==> config.mk <==
export PLATFORM = sky130hd
export DESIGN_NAME = pwm_width_to_channel_value
export DESIGN_NICKNAME = d
export VERILOG_FILES = /design/src/pwtc_pkg.sv /design/src/pwtc_div_cell.sv /design/src/pwtc_div_chain.sv /design/src/pwm_width_to_channel_value.sv
export SDC_FILE = /design/constraint.sdc
export NUM_CORES = 2
export LEC_CHECK = 0
export ABC_CLOCK_PERIOD_IN_PS = 12660
export BUFFER_PORTS_ARGS = -buffer_cell sky130_fd_sc_hd__buf_2
export CORE_MARGIN = 3
export CORE_UTILIZATION = 45
export CTS_BUF_LIST = sky130_fd_sc_hd__clkbuf_8
export DETAILED_ROUTE_END_ITERATION = 6
export GPL_TIMING_DRIVEN = 0
export PLACE_DENSITY = 0.59
export RECOVER_POWER = 50
export SLEW_MARGIN = 20
export SYNTH_ARGS = -nofsm -noshare
export SYNTH_HDL_FRONTEND = slang
export SYNTH_SLANG_ARGS = --single-unit
==> constraint.sdc <==
create_clock -name clk -period 12.66 [get_ports clk]
set_input_delay 2.532 -clock clk [delete_from_list [all_inputs] [get_ports clk]]
set_output_delay 2.532 -clock clk [all_outputs]
set_load 0.005 [all_outputs]
==> src/pwtc_pkg.sv <==
// ----------------------------------------------------------------------------
// pwtc_pkg
// Shared types and constants for the pulse width to channel value scaler.
// ----------------------------------------------------------------------------
`default_nettype none

package pwtc_pkg;

    localparam int NUM_INPUTS   = 8;
    localparam int CHANNEL_LOW  = 172;
    localparam int CHANNEL_HIGH = 1811;

    localparam int DIV_BITS = 12;
    localparam int NUM_BITS = 23;

    localparam logic [10:0] CH_LOW   = 11'(CHANNEL_LOW);
    localparam logic [10:0] CH_HIGH  = 11'(CHANNEL_HIGH);
    localparam logic [10:0] CH_SPAN  = 11'(CHANNEL_HIGH - CHANNEL_LOW);
    localparam logic [10:0] CH_MID   = 11'((CHANNEL_LOW + CHANNEL_HIGH + 1) / 2);

    typedef enum logic [2:0] {
        REG_PULSE_MIN        = 3'd0,
        REG_PULSE_MAX        = 3'd1,
        REG_INVERT_ENABLES   = 3'd2,
        REG_DEADBAND_ENABLES = 3'd3,
        REG_DEADBAND_WIDTH   = 3'd4
    } reg_index_t;

    typedef struct packed {
        logic        byp;
        logic        below;
        logic [15:0] val;
        logic [11:0] centre;
    } side_t;

    typedef struct packed {
        logic                    valid;
        logic [DIV_BITS-1:0]     rem;
        logic [DIV_BITS-1:0]     nq;
        logic [DIV_BITS-1:0]     den;
        side_t                   side;
    } div_word_t;

endpackage

`default_nettype wire

==> src/pwtc_div_cell.sv <==
// ----------------------------------------------------------------------------
// pwtc_div_cell
// One restoring division step: shifts in a numerator bit, makes a quotient bit.
// ----------------------------------------------------------------------------
`default_nettype none

module pwtc_div_cell (
    input  wire logic                  clk,
    input  wire logic                  rst_n,
    input  wire logic                  en,
    input  wire pwtc_pkg::div_word_t   word_in,
    output pwtc_pkg::div_word_t        word_out
);

    pwtc_pkg::div_word_t word_reg;
    pwtc_pkg::div_word_t word_next;
    logic [pwtc_pkg::DIV_BITS:0] trial;
    logic                        ge;

    always_comb
    begin
        trial = {word_in.rem, word_in.nq[pwtc_pkg::DIV_BITS-1]};
        ge    = trial >= {1'b0, word_in.den};
        word_next = word_in;
        if (ge)
        begin
            word_next.rem = pwtc_pkg::DIV_BITS'(trial - {1'b0, word_in.den});
        end
        else
        begin
            word_next.rem = trial[pwtc_pkg::DIV_BITS-1:0];
        end
        word_next.nq = {word_in.nq[pwtc_pkg::DIV_BITS-2:0], ge};
    end

    always_ff @(posedge clk or negedge rst_n)
    begin
        if (!rst_n)
        begin
            word_reg <= '0;
        end
        else if (en)
        begin
            word_reg <= word_next;
        end
    end

    assign word_out = word_reg;

endmodule

`default_nettype wire

==> src/pwtc_div_chain.sv <==
// ----------------------------------------------------------------------------
// pwtc_div_chain
// Row of division cells, one quotient bit per cell, one word per clock while en is high.
// ----------------------------------------------------------------------------
`default_nettype none

module pwtc_div_chain (
    input  wire logic                  clk,
    input  wire logic                  rst_n,
    input  wire logic                  en,
    input  wire pwtc_pkg::div_word_t   word_in,
    output pwtc_pkg::div_word_t        word_out
);

    pwtc_pkg::div_word_t link [0:pwtc_pkg::DIV_BITS];

    assign link[0] = word_in;

    for (genvar i = 0; i < pwtc_pkg::DIV_BITS; i++)
    begin : g_cell
        pwtc_div_cell u_cell (
            .clk      (clk),
            .rst_n    (rst_n),
            .en       (en),
            .word_in  (link[i]),
            .word_out (link[i+1])
        );
    end

    assign word_out = link[pwtc_pkg::DIV_BITS];

endmodule

`default_nettype wire

==> src/pwm_width_to_channel_value.sv <==
// ----------------------------------------------------------------------------
// pwm_width_to_channel_value
// Converts a measured PWM pulse width into an RC channel value.
// ----------------------------------------------------------------------------
// Takes one word per clock while the skid register is empty and returns one
// channel value per word, in order. Each word passes through two 12-cell
// division chains (deadband stretch, then linear scaling), each producing one
// quotient bit per cell, plus five staging registers and the output register.
// A skid register on the output catches one finished word while the output
// waits; while it is full, in_ready and the whole pipeline are held.
// Registers must be written only while no word is in flight.
`default_nettype none

module pwm_width_to_channel_value (
    input  wire logic        clk,
    input  wire logic        rst_n,
    input  wire logic        write_enable,
    input  wire logic [2:0]  write_index,
    input  wire logic [11:0] write_data,
    input  wire logic        in_valid,
    output logic             in_ready,
    input  wire logic [2:0]  input_index,
    input  wire logic [15:0] pulse_width,
    output logic             out_valid,
    input  wire logic        out_ready,
    output logic [10:0]      channel_value
);

    logic [11:0] pulse_min_reg;
    logic [11:0] pulse_max_reg;
    logic [7:0]  invert_enables_reg;
    logic [7:0]  deadband_enables_reg;
    logic [11:0] deadband_width_reg;

    always_ff @(posedge clk or negedge rst_n)
    begin
        if (!rst_n)
        begin
            pulse_min_reg        <= 12'd1000;
            pulse_max_reg        <= 12'd2000;
            invert_enables_reg   <= '0;
            deadband_enables_reg <= '0;
            deadband_width_reg   <= '0;
        end
        else if (write_enable)
        begin
            unique case (write_index)
                pwtc_pkg::REG_PULSE_MIN:        pulse_min_reg        <= write_data;
                pwtc_pkg::REG_PULSE_MAX:        pulse_max_reg        <= write_data;
                pwtc_pkg::REG_INVERT_ENABLES:   invert_enables_reg   <= write_data[7:0];
                pwtc_pkg::REG_DEADBAND_ENABLES: deadband_enables_reg <= write_data[7:0];
                pwtc_pkg::REG_DEADBAND_WIDTH:   deadband_width_reg   <= write_data;
                default: ;
            endcase
        end
    end

    // static values derived from the registers
    logic        empty;
    logic [12:0] sum;
    logic [11:0] centre;
    logic [11:0] span_in;
    logic [10:0] half;

    assign empty   = pulse_max_reg <= pulse_min_reg;
    assign sum     = {1'b0, pulse_min_reg} + {1'b0, pulse_max_reg};
    assign centre  = sum[12:1];
    assign span_in = pulse_max_reg - pulse_min_reg;
    assign half    = span_in[11:1];

    logic en;
    logic skid_valid_reg;

    assign en       = !skid_valid_reg;
    assign in_ready = en;

    // stage A: mirror and deadband decision
    logic        sel_inv;
    logic        sel_db;
    logic [15:0] w1;
    logic        a_below;
    logic [15:0] a_mag;
    logic        a_apply;
    logic        a_snap;

    always_comb
    begin
        sel_inv = (32'(input_index) < pwtc_pkg::NUM_INPUTS) && invert_enables_reg[input_index];
        sel_db  = (32'(input_index) < pwtc_pkg::NUM_INPUTS) && deadband_enables_reg[input_index];
        if (sel_inv)
        begin
            w1 = ({3'b0, sum} > pulse_width) ? ({3'b0, sum} - pulse_width) : 16'd0;
        end
        else
        begin
            w1 = pulse_width;
        end
        a_below = w1 < {4'b0, centre};
        a_mag   = a_below ? ({4'b0, centre} - w1) : (w1 - {4'b0, centre});
        a_apply = sel_db && (deadband_width_reg != 12'd0) && !empty;
        a_snap  = (a_mag <= {4'b0, deadband_width_reg}) || (deadband_width_reg >= {1'b0, half});
    end

    logic        a_valid_reg;
    logic        a_byp_reg;
    logic        a_below_reg;
    logic [15:0] a_val_reg;
    logic [15:0] a_dm_reg;

    always_ff @(posedge clk or negedge rst_n)
    begin
        if (!rst_n)
        begin
            a_valid_reg <= 1'b0;
            a_byp_reg   <= 1'b0;
            a_below_reg <= 1'b0;
            a_val_reg   <= '0;
            a_dm_reg    <= '0;
        end
        else if (en)
        begin
            a_valid_reg <= in_valid;
            a_byp_reg   <= !a_apply || a_snap;
            a_below_reg <= a_below;
            a_val_reg   <= a_apply ? {4'b0, centre} : w1;
            a_dm_reg    <= a_mag - {4'b0, deadband_width_reg};
        end
    end

    // stage B: stretch numerator, travel clamped at twice span_db
    logic [10:0] span_db;
    logic [11:0] span_x2;
    logic [11:0] dclamp;
    logic [22:0] num1;
    pwtc_pkg::div_word_t b_next;
    pwtc_pkg::div_word_t b_reg;

    always_comb
    begin
        span_db = half - deadband_width_reg[10:0];
        span_x2 = {span_db, 1'b0};
        dclamp  = (a_dm_reg > {4'b0, span_x2}) ? span_x2 : a_dm_reg[11:0];
        num1    = 23'(dclamp) * 23'(half) + 23'(span_db[10:1]);
        b_next.valid       = a_valid_reg;
        b_next.rem         = {1'b0, num1[22:12]};
        b_next.nq          = num1[11:0];
        b_next.den         = {1'b0, span_db};
        b_next.side.byp    = a_byp_reg;
        b_next.side.below  = a_below_reg;
        b_next.side.val    = a_val_reg;
        b_next.side.centre = centre;
    end

    always_ff @(posedge clk or negedge rst_n)
    begin
        if (!rst_n)
        begin
            b_reg <= '0;
        end
        else if (en)
        begin
            b_reg <= b_next;
        end
    end

    pwtc_pkg::div_word_t c1_out;

    pwtc_div_chain u_stretch (
        .clk      (clk),
        .rst_n    (rst_n),
        .en       (en),
        .word_in  (b_reg),
        .word_out (c1_out)
    );

    // stage C: width after deadband
    logic [15:0] w2;
    logic        c_valid_reg;
    logic [15:0] c_w_reg;

    always_comb
    begin
        if (c1_out.side.byp)
        begin
            w2 = c1_out.side.val;
        end
        else if (c1_out.side.below)
        begin
            w2 = (c1_out.nq > c1_out.side.centre) ? 16'd0
                : {4'b0, c1_out.side.centre - c1_out.nq};
        end
        else
        begin
            w2 = {4'b0, c1_out.side.centre} + {4'b0, c1_out.nq};
        end
    end

    always_ff @(posedge clk or negedge rst_n)
    begin
        if (!rst_n)
        begin
            c_valid_reg <= 1'b0;
            c_w_reg     <= '0;
        end
        else if (en)
        begin
            c_valid_reg <= c1_out.valid;
            c_w_reg     <= w2;
        end
    end

    // stage D: scaling numerator, with bypass to the mid, low or high value
    logic [11:0] offset;
    logic [22:0] num2;
    pwtc_pkg::div_word_t d_next;
    pwtc_pkg::div_word_t d_reg;

    always_comb
    begin
        offset = 12'(c_w_reg - {4'b0, pulse_min_reg});
        num2   = 23'(offset) * 23'(pwtc_pkg::CH_SPAN) + 23'(span_in[11:1]);
        d_next.valid       = c_valid_reg;
        d_next.rem         = {1'b0, num2[22:12]};
        d_next.nq          = num2[11:0];
        d_next.den         = span_in;
        d_next.side.below  = 1'b0;
        d_next.side.centre = '0;
        priority if (empty)
        begin
            d_next.side.byp = 1'b1;
            d_next.side.val = {5'b0, pwtc_pkg::CH_MID};
        end
        else if (c_w_reg <= {4'b0, pulse_min_reg})
        begin
            d_next.side.byp = 1'b1;
            d_next.side.val = {5'b0, pwtc_pkg::CH_LOW};
        end
        else if (c_w_reg >= {4'b0, pulse_max_reg})
        begin
            d_next.side.byp = 1'b1;
            d_next.side.val = {5'b0, pwtc_pkg::CH_HIGH};
        end
        else
        begin
            d_next.side.byp = 1'b0;
            d_next.side.val = '0;
        end
    end

    always_ff @(posedge clk or negedge rst_n)
    begin
        if (!rst_n)
        begin
            d_reg <= '0;
        end
        else if (en)
        begin
            d_reg <= d_next;
        end
    end

    pwtc_pkg::div_word_t c2_out;

    pwtc_div_chain u_scale (
        .clk      (clk),
        .rst_n    (rst_n),
        .en       (en),
        .word_in  (d_reg),
        .word_out (c2_out)
    );

    // stage E: final value
    logic        e_valid_reg;
    logic [10:0] e_value_reg;

    always_ff @(posedge clk or negedge rst_n)
    begin
        if (!rst_n)
        begin
            e_valid_reg <= 1'b0;
            e_value_reg <= '0;
        end
        else if (en)
        begin
            e_valid_reg <= c2_out.valid;
            e_value_reg <= c2_out.side.byp ? c2_out.side.val[10:0]
                : pwtc_pkg::CH_LOW + c2_out.nq[10:0];
        end
    end

    // output register with skid
    logic        out_valid_reg;
    logic [10:0] out_value_reg;
    logic [10:0] skid_value_reg;
    logic        incoming;

    assign incoming = e_valid_reg && en;

    always_ff @(posedge clk or negedge rst_n)
    begin
        if (!rst_n)
        begin
            out_valid_reg  <= 1'b0;
            skid_valid_reg <= 1'b0;
            out_value_reg  <= '0;
            skid_value_reg <= '0;
        end
        else if (!out_valid_reg || out_ready)
        begin
            if (skid_valid_reg)
            begin
                out_valid_reg  <= 1'b1;
                out_value_reg  <= skid_value_reg;
                skid_valid_reg <= 1'b0;
            end
            else
            begin
                out_valid_reg <= incoming;
                out_value_reg <= e_value_reg;
            end
        end
        else if (incoming)
        begin
            skid_valid_reg <= 1'b1;
            skid_value_reg <= e_value_reg;
        end
    end

    assign out_valid     = out_valid_reg;
    assign channel_value = out_value_reg;

endmodule

`default_nettype wire
# Yosys cells after proc, flatten, opt, wreduce, memory -nomap -nowiden
# Index checks and enable logic that the tools add are counted.
# word_totals
word_cells	336
latch_bits	0
mem_count	0
romBits	0
in_bits	39
ff_bits	1585
ram_bits	0
# op_classes
n_reduce_logical	19
n_shift	0
n_lt_le_gt_ge	34
div_mod_pow	0
addsub	35
multipliers	2
bitwise	1
muxes	45
eq_ne	4
# ops
op	n
two-way mux 12 bit	24
subtractor 12 bit	14
greater-or-equal comparator 13 x 11 -> 1 bit	11
greater-or-equal comparator 13 x 12 -> 1 bit	11
subtractor 12 x 11 -> 12 bit	11
two-way mux 16 bit	5
two-way mux 11 bit	5
less-or-equal comparator 16 x 12 -> 1 bit	2
subtractor 16 x 12 -> 16 bit	2
adder 12 x 12 -> 13 bit	2
greater-or-equal comparator 12 x 11 -> 1 bit	2
adder 23 x 10 -> 23 bit	1
adder 23 x 11 -> 23 bit	1
multiplier 12 x 11 -> 23 bit	1
multiplier 12 x 11 -> 23 bit (second input constant)	1
greater-or-equal comparator 16 x 12 -> 1 bit	1
greater-than comparator 13 x 16 -> 1 bit	1
greater-than comparator 16 x 12 -> 1 bit	1
less-than comparator 16 x 12 -> 1 bit	1
subtractor 12 x 16 -> 16 bit	1
subtractor 13 x 16 -> 16 bit	1
two-way mux 13 bit	1
greater-or-equal comparator 12 bit	1
greater-than comparator 12 bit	1
other kinds (17)	38

# Depth between registers and ports, before layout
# logic_depth
ltp_word	9
depth_mapped	47
ltp_nobuf	44

# Modules after synthesis
# A second synthesis with hierarchy kept.
# unflattened
cells_unflattened	8957
area_unflattened_um2	101513.6
# modules_own_cells
module	area_per_inst_um2	n_inst	seq_area_each_um2	cells_per_inst
pwtc_div_cell at u_scale.g_cell[0].u_cell ...	3244.4	13	1676.6	266
pwtc_div_cell at u_stretch.g_cell[11].u_cell ...	3229.3	10	1676.6	262
pwm_width_to_channel_value	23815.3	1	6195.9	2616
pwtc_div_cell at u_stretch.g_cell[10].u_cell	3228.1	1	1676.6	263

# Worst setup path after synthesis
# OpenSTA, ideal clock, no wires.
# synth_timing
kind	register -> register
from	register pulse_min_reg[1]
to	register b_reg[63] (netlist name)
arrival_time_ps	9696
setup_time_ps	125
period_less_slack_ps	9821
slack_ps	2839
path_stages_with_launch	39
path_buffers	2
required_ps	12535
path_cell_list	dfrtp_1 -> inv_1 -> ha_1 -> nor2b_1 -> o21ai_0 -> a21boi_0 -> o21ai_0 -> a21oi_1 -> a211oi_1 -> o21bai_1 -> a21o_1 -> xnor2_1 -> inv_1 -> ha_1 -> inv_1 -> a2111oi_1 -> nor3_4 -> xnor2_1 -> (+3 left out) -> mux2_4 -> buf_6 -> and2_4 -> fa_1 -> fa_1 -> fa_1 -> fa_1 -> inv_1 -> fa_1 -> inv_1 -> ha_1 -> and3_1 -> a221o_1 -> o41a_1 -> nand2b_1 -> a31oi_1 -> xor2_1 -> mux2_2
# synth_between
elab_chain_len	6
# synth_rtl
element	line	text
start, declared	pwm_width_to_channel_value.sv:29	logic [11:0] pulse_min_reg;
start signal, assigned	pwm_width_to_channel_value.sv:48	pwtc_pkg::REG_PULSE_MIN: pulse_min_reg <= write_data;
subtractor 12 bit *	pwm_width_to_channel_value.sv:68	assign span_in = pulse_max_reg - pulse_min_reg;
subtractor 11 bit	pwm_width_to_channel_value.sv:140	span_db = half - deadband_width_reg[10:0];
greater-than comparator 16 x 12 -> 1 bit	pwm_width_to_channel_value.sv:142	dclamp = (a_dm_reg > {4'b0, span_x2}) ? span_x2 : a_dm_reg[11:0];
two-way mux 12 bit	pwm_width_to_channel_value.sv:142	
multiplier 12 x 11 -> 23 bit	pwm_width_to_channel_value.sv:143	num1 = 23'(dclamp) * 23'(half) + 23'(span_db[10:1]);
adder 23 x 10 -> 23 bit *	pwm_width_to_channel_value.sv:143	
end signal, assigned	pwm_width_to_channel_value.sv:162	b_reg <= b_next;
end, declared	pwm_width_to_channel_value.sv:136	pwtc_pkg::div_word_t b_reg;
# Every way passes the cells marked *; elsewhere a longest branch is shown, timed or not.
# A chain may end at the register's enable or synchronous reset.

# Worst setup path after layout
# Ends and elaborated chain as after synthesis.

==> run summary <==
TIMING
-----------------------------------------------------------------------------------------------
Transition time of the tightest slew-check pin                                          6.69 ns
Number of failing hold endpoints at the final stage                                           0
RSZ-0062 raised after global routing                                                      false
Highest achievable clock rate                                                          81.9 MHz
Final Skew                                                                            0.0740 ns
Max-slew violations                                                                         700
WHS                                                                                    0.439 ns
Number of endpoints failing setup at the final stage                                          0
Final-layout setup total negative slack                                                    0 ns
Tcrit/Tclk final                                                                          0.965
Headroom to the max-slew limit                                                            -3.46
Crit path time final                                                                   12.21 ns

DIE
-----------------------------------------------------------------------------------------------
Die boundary height                                                                 436 microns
Site row count                                                                              157
Num ports                                                                                    52
Horizontal extent of the die                                                        436 microns
Die footprint                                                                      190000 sq um
Initial Utilization                                                                       0.454
Placeable core region                                                              183000 sq um

SYNTH
-----------------------------------------------------------------------------------------------
Top cells by area, synth                                                           sky130_fd_sc_hd__dfrtp_1 45%, sky130_fd_sc_hd__mux2_2 12%, sky130_fd_sc_hd__ha_1 8.6%, sky130_fd_sc_hd__fa_1 4.4%, sky130_fd_sc_hd__o21ai_0 3.7%
Synthesized instance count                                                                 7829
Cell type with the largest total area after synthesis                              sky130_fd_sc_hd__dfrtp_1
Fraction of the yosys area taken by sequential cells                                      0.450
FF+latch count, synth                                                                      1496
Main synth FF type                                                                 sky130_fd_sc_hd__dfrtp_1
Library cell with the highest instance count after synthesis                       sky130_fd_sc_hd__dfrtp_1
Number of synthesis warnings                                                                  0
Total nets after synthesis                                                                 8622
Mean Syn Cell Area                                                                   10.6 sq um
Cell variety after synth                                                                     94
Most instantiated cells after synthesis                                            1484 x sky130_fd_sc_hd__dfrtp_1, 898 x sky130_fd_sc_hd__mux2_2, 731 x sky130_fd_sc_hd__inv_1, 705 x sky130_fd_sc_hd__nand2_1, 622 x sky130_fd_sc_hd__o21ai_0
Yosys top cell area share                                                                 0.446
Fraction of synthesis flops using an asynchronous set or reset pin                         1.00
EDFF count, synth                                                                             0
Cell area after synthesis                                                           83200 sq um

WORST SETUP PATH
-----------------------------------------------------------------------------------------------
Data required time at the worst endpoint                                               13.54 ns
Arrival time worst endpoint                                                            13.10 ns
Total buffers and inverters traversed by the critical path                                    7
Maximum fanout along the worst path                                                          10
Slowest cell on crit path                                                          sky130_fd_sc_hd__inv_1
Class of the most critical setup path                                                reg -> reg
Kind of start point of the critical path                                               register
Max incr delay on CP                                                                    0.58 ns
Kind of end point of the critical path                                                 register
Cell family with the largest share of critical-path delay                           adder cells

GLOBAL ROUTE
-----------------------------------------------------------------------------------------------
Gr usage total                                                                            0.252
Largest net degree at the start of global routing                                           143
Vias in the first global route                                                            60765
Remaining global-route overflow                                                               0
Initial antenna violation count                                                              10
Global-route wire length before repair                                                   368 mm

PLACED DESIGN
-----------------------------------------------------------------------------------------------
Number of port buffers                                                                       51
Routability Congestion                                                                    0.920
Placed Area                                                                         87200 sq um
DP Wirelength                                                                            186 mm

CTS
-----------------------------------------------------------------------------------------------
Total clock sinks                                                                          1496
Inserted Clock Buffers                                                                      283
Max Root-Sink Buffers                                                                         4
Latest clock arrival within the worst-skew pair                                         1.01 ns
Gates resized, CTS repair                                                                     1
CTS HTree Levels                                                                              5
Clock input transition at the sequential cells of the worst setup and hold paths        0.06 ns
Setup repair bufs after CTS                                                                   0
Post-CTS Hold Buffers                                                                         0
CTS tree                                                                                    yes
Buffer cell driving the clock tree root                                            sky130_fd_sc_hd__clkbuf_8

JOB
-----------------------------------------------------------------------------------------------
Maxcap violations                                                                            13

DRT
-----------------------------------------------------------------------------------------------
WL/cell                                                                            22.2 microns
WL final                                                                                 240 mm
Initial drt markers                                                                        3799
Number of vias in the routed layout                                                       59037
Length of the first detailed-routing pass in iterations                                       6
Antenna-violating nets left                                                                   0
DRC Markers                                                                                   0
Vias per cell                                                                              5.45

FINISH
-----------------------------------------------------------------------------------------------
Final nets                                                                                 8980
Max reg flops                                                                               769
Signed area change from the synthesized netlist to the final layout                       11.0%
Count of filler cells inserted in the layout                                              16992
Final cell area excluding filler cells                                              92300 sq um
Ratio of cells with drive above 1 in the final layout                                     0.171

OUTCOME
-----------------------------------------------------------------------------------------------
Violated checks                                                                    max-capacitance violations, max-slew violations
Result of the run                                                                  finished with violations

MIN PATH
-----------------------------------------------------------------------------------------------
Classification of the worst-slack hold path                                          reg -> reg

==> worst paths after layout <==
path	start	endpoint	slack (ns)	depth (start not counted)
setup / recovery	pulse_min_reg[1]$_DFFE_PN0P_	b_reg[63]$_DFFE_PN0N_	0.45	42
hold / removal	u_stretch.g_cell[2].u_cell.word_out[2]$_DFFE_PN0N_	u_stretch.g_cell[3].u_cell.word_out[2]$_DFFE_PN0N_	0.44	1
setup reg to reg	pulse_min_reg[1]$_DFFE_PN0P_	b_reg[63]$_DFFE_PN0N_	0.45	42
hold reg to reg	u_stretch.g_cell[2].u_cell.word_out[2]$_DFFE_PN0N_	u_stretch.g_cell[3].u_cell.word_out[2]$_DFFE_PN0N_	0.44	1
max in group asynchronous	rst_n	u_stretch.g_cell[4].u_cell.word_out[12]$_DFFE_PN0N_	2.37	7
min in group asynchronous	rst_n	u_scale.g_cell[9].u_cell.word_out[29]$_DFFE_PN0N_	4.31	2
==> cells in the final DEF, fill, tap and decap left out, drive strengths merged, types with 174 or more instances in the layout <==
cell type / instances
inv: 823
clkbuf: 641
mux2i: 175
dfrtp: 1484
o21ai: 634
ha: 572
a21oi: 441
nor2: 390
nand2: 705
fa: 182
mux2: 901
xnor2: 174
==> through the flow <==
| step | util | instances | worst slack [ns] |
|---|---|---|---|
| 2_1_floorplan | - | 7829 | 2.84 |
| 3_3_place_gp | 0.472 | 10344 | -23.91 |
| 3_5_place_dp | 0.475 | 10366 | -0.0535 |
| 4_1_cts | 0.504 | 10826 | 0.460 |
| 5_1_grt | 0.503 | 10831 | 0.0506 |
| 6_report | 0.503 | 10836 | 0.446 |
==> metal layers <==
layer / vias up / part of all wire / routed length [microns] / track usage
met5: - / 0 / 0 / 0
met4: 0 / 0.045 / 10700 / 0.103
met3: 447 / 0.039 / 9440 / 0.0339
met2: 1312 / 0.47 / 114000 / 0.422
met1: 29625 / 0.44 / 106000 / 0.331
li1: 27653 / - / - / -
==> final cells by class <==
| class | instances | area, sq um | area share |
|---|---|---|---|
| buffer | 307 | 1220 | 0.0132 |
| inverter | 736 | 2760 | 0.0299 |
| timing repair buffer | 73 | 599 | 0.00649 |
| clock inverter | 118 | 634 | 0.00687 |
| clock buffer | 342 | 4710 | 0.0510 |
| sequential | 1496 | 37500 | 0.406 |
| antenna | 10 | 25.0 | 0.000271 |
| multi-input combinational | 5290 | 41900 | 0.453 |
| tap | 2464 | 3080 | 0.0334 |
==> worst reg2reg max path: cells and delay by family (launching register included) <==
kind                     cells  cell delay (ns)
XOR/XNOR                     3             0.80
AND/OR/NAND/NOR              8             1.46
buffers and inverters        7             1.37
multiplexers                 2             0.79
adder cells (fa/ha/maj)      8             3.77
AO/OA/AOI/OAI               14             3.50
flip-flops                   1             0.41
==> cell families (layout without fill, tap and decap cells) <==
logic type | after synthesis | in the layout | share of synthesized area
AOI/OAI and AO/OA | 1558 | 1558 | 0.110
xor gates and xnor gates | 283 | 283 | 0.0298
adders and majority gates | 755 | 755 | 0.130
buffers and inverters | 1043 | 1576 | 0.0476
DFF | 1496 | 1496 | 0.450
muxes | 1080 | 1080 | 0.145
other | 0 | 10 | 0
and+or+nand+nor | 1614 | 1614 | 0.0881
Power is left out: the tool's default activity adds up to more than one toggle a clock period on the data nets, which glitch-free logic cannot reach.
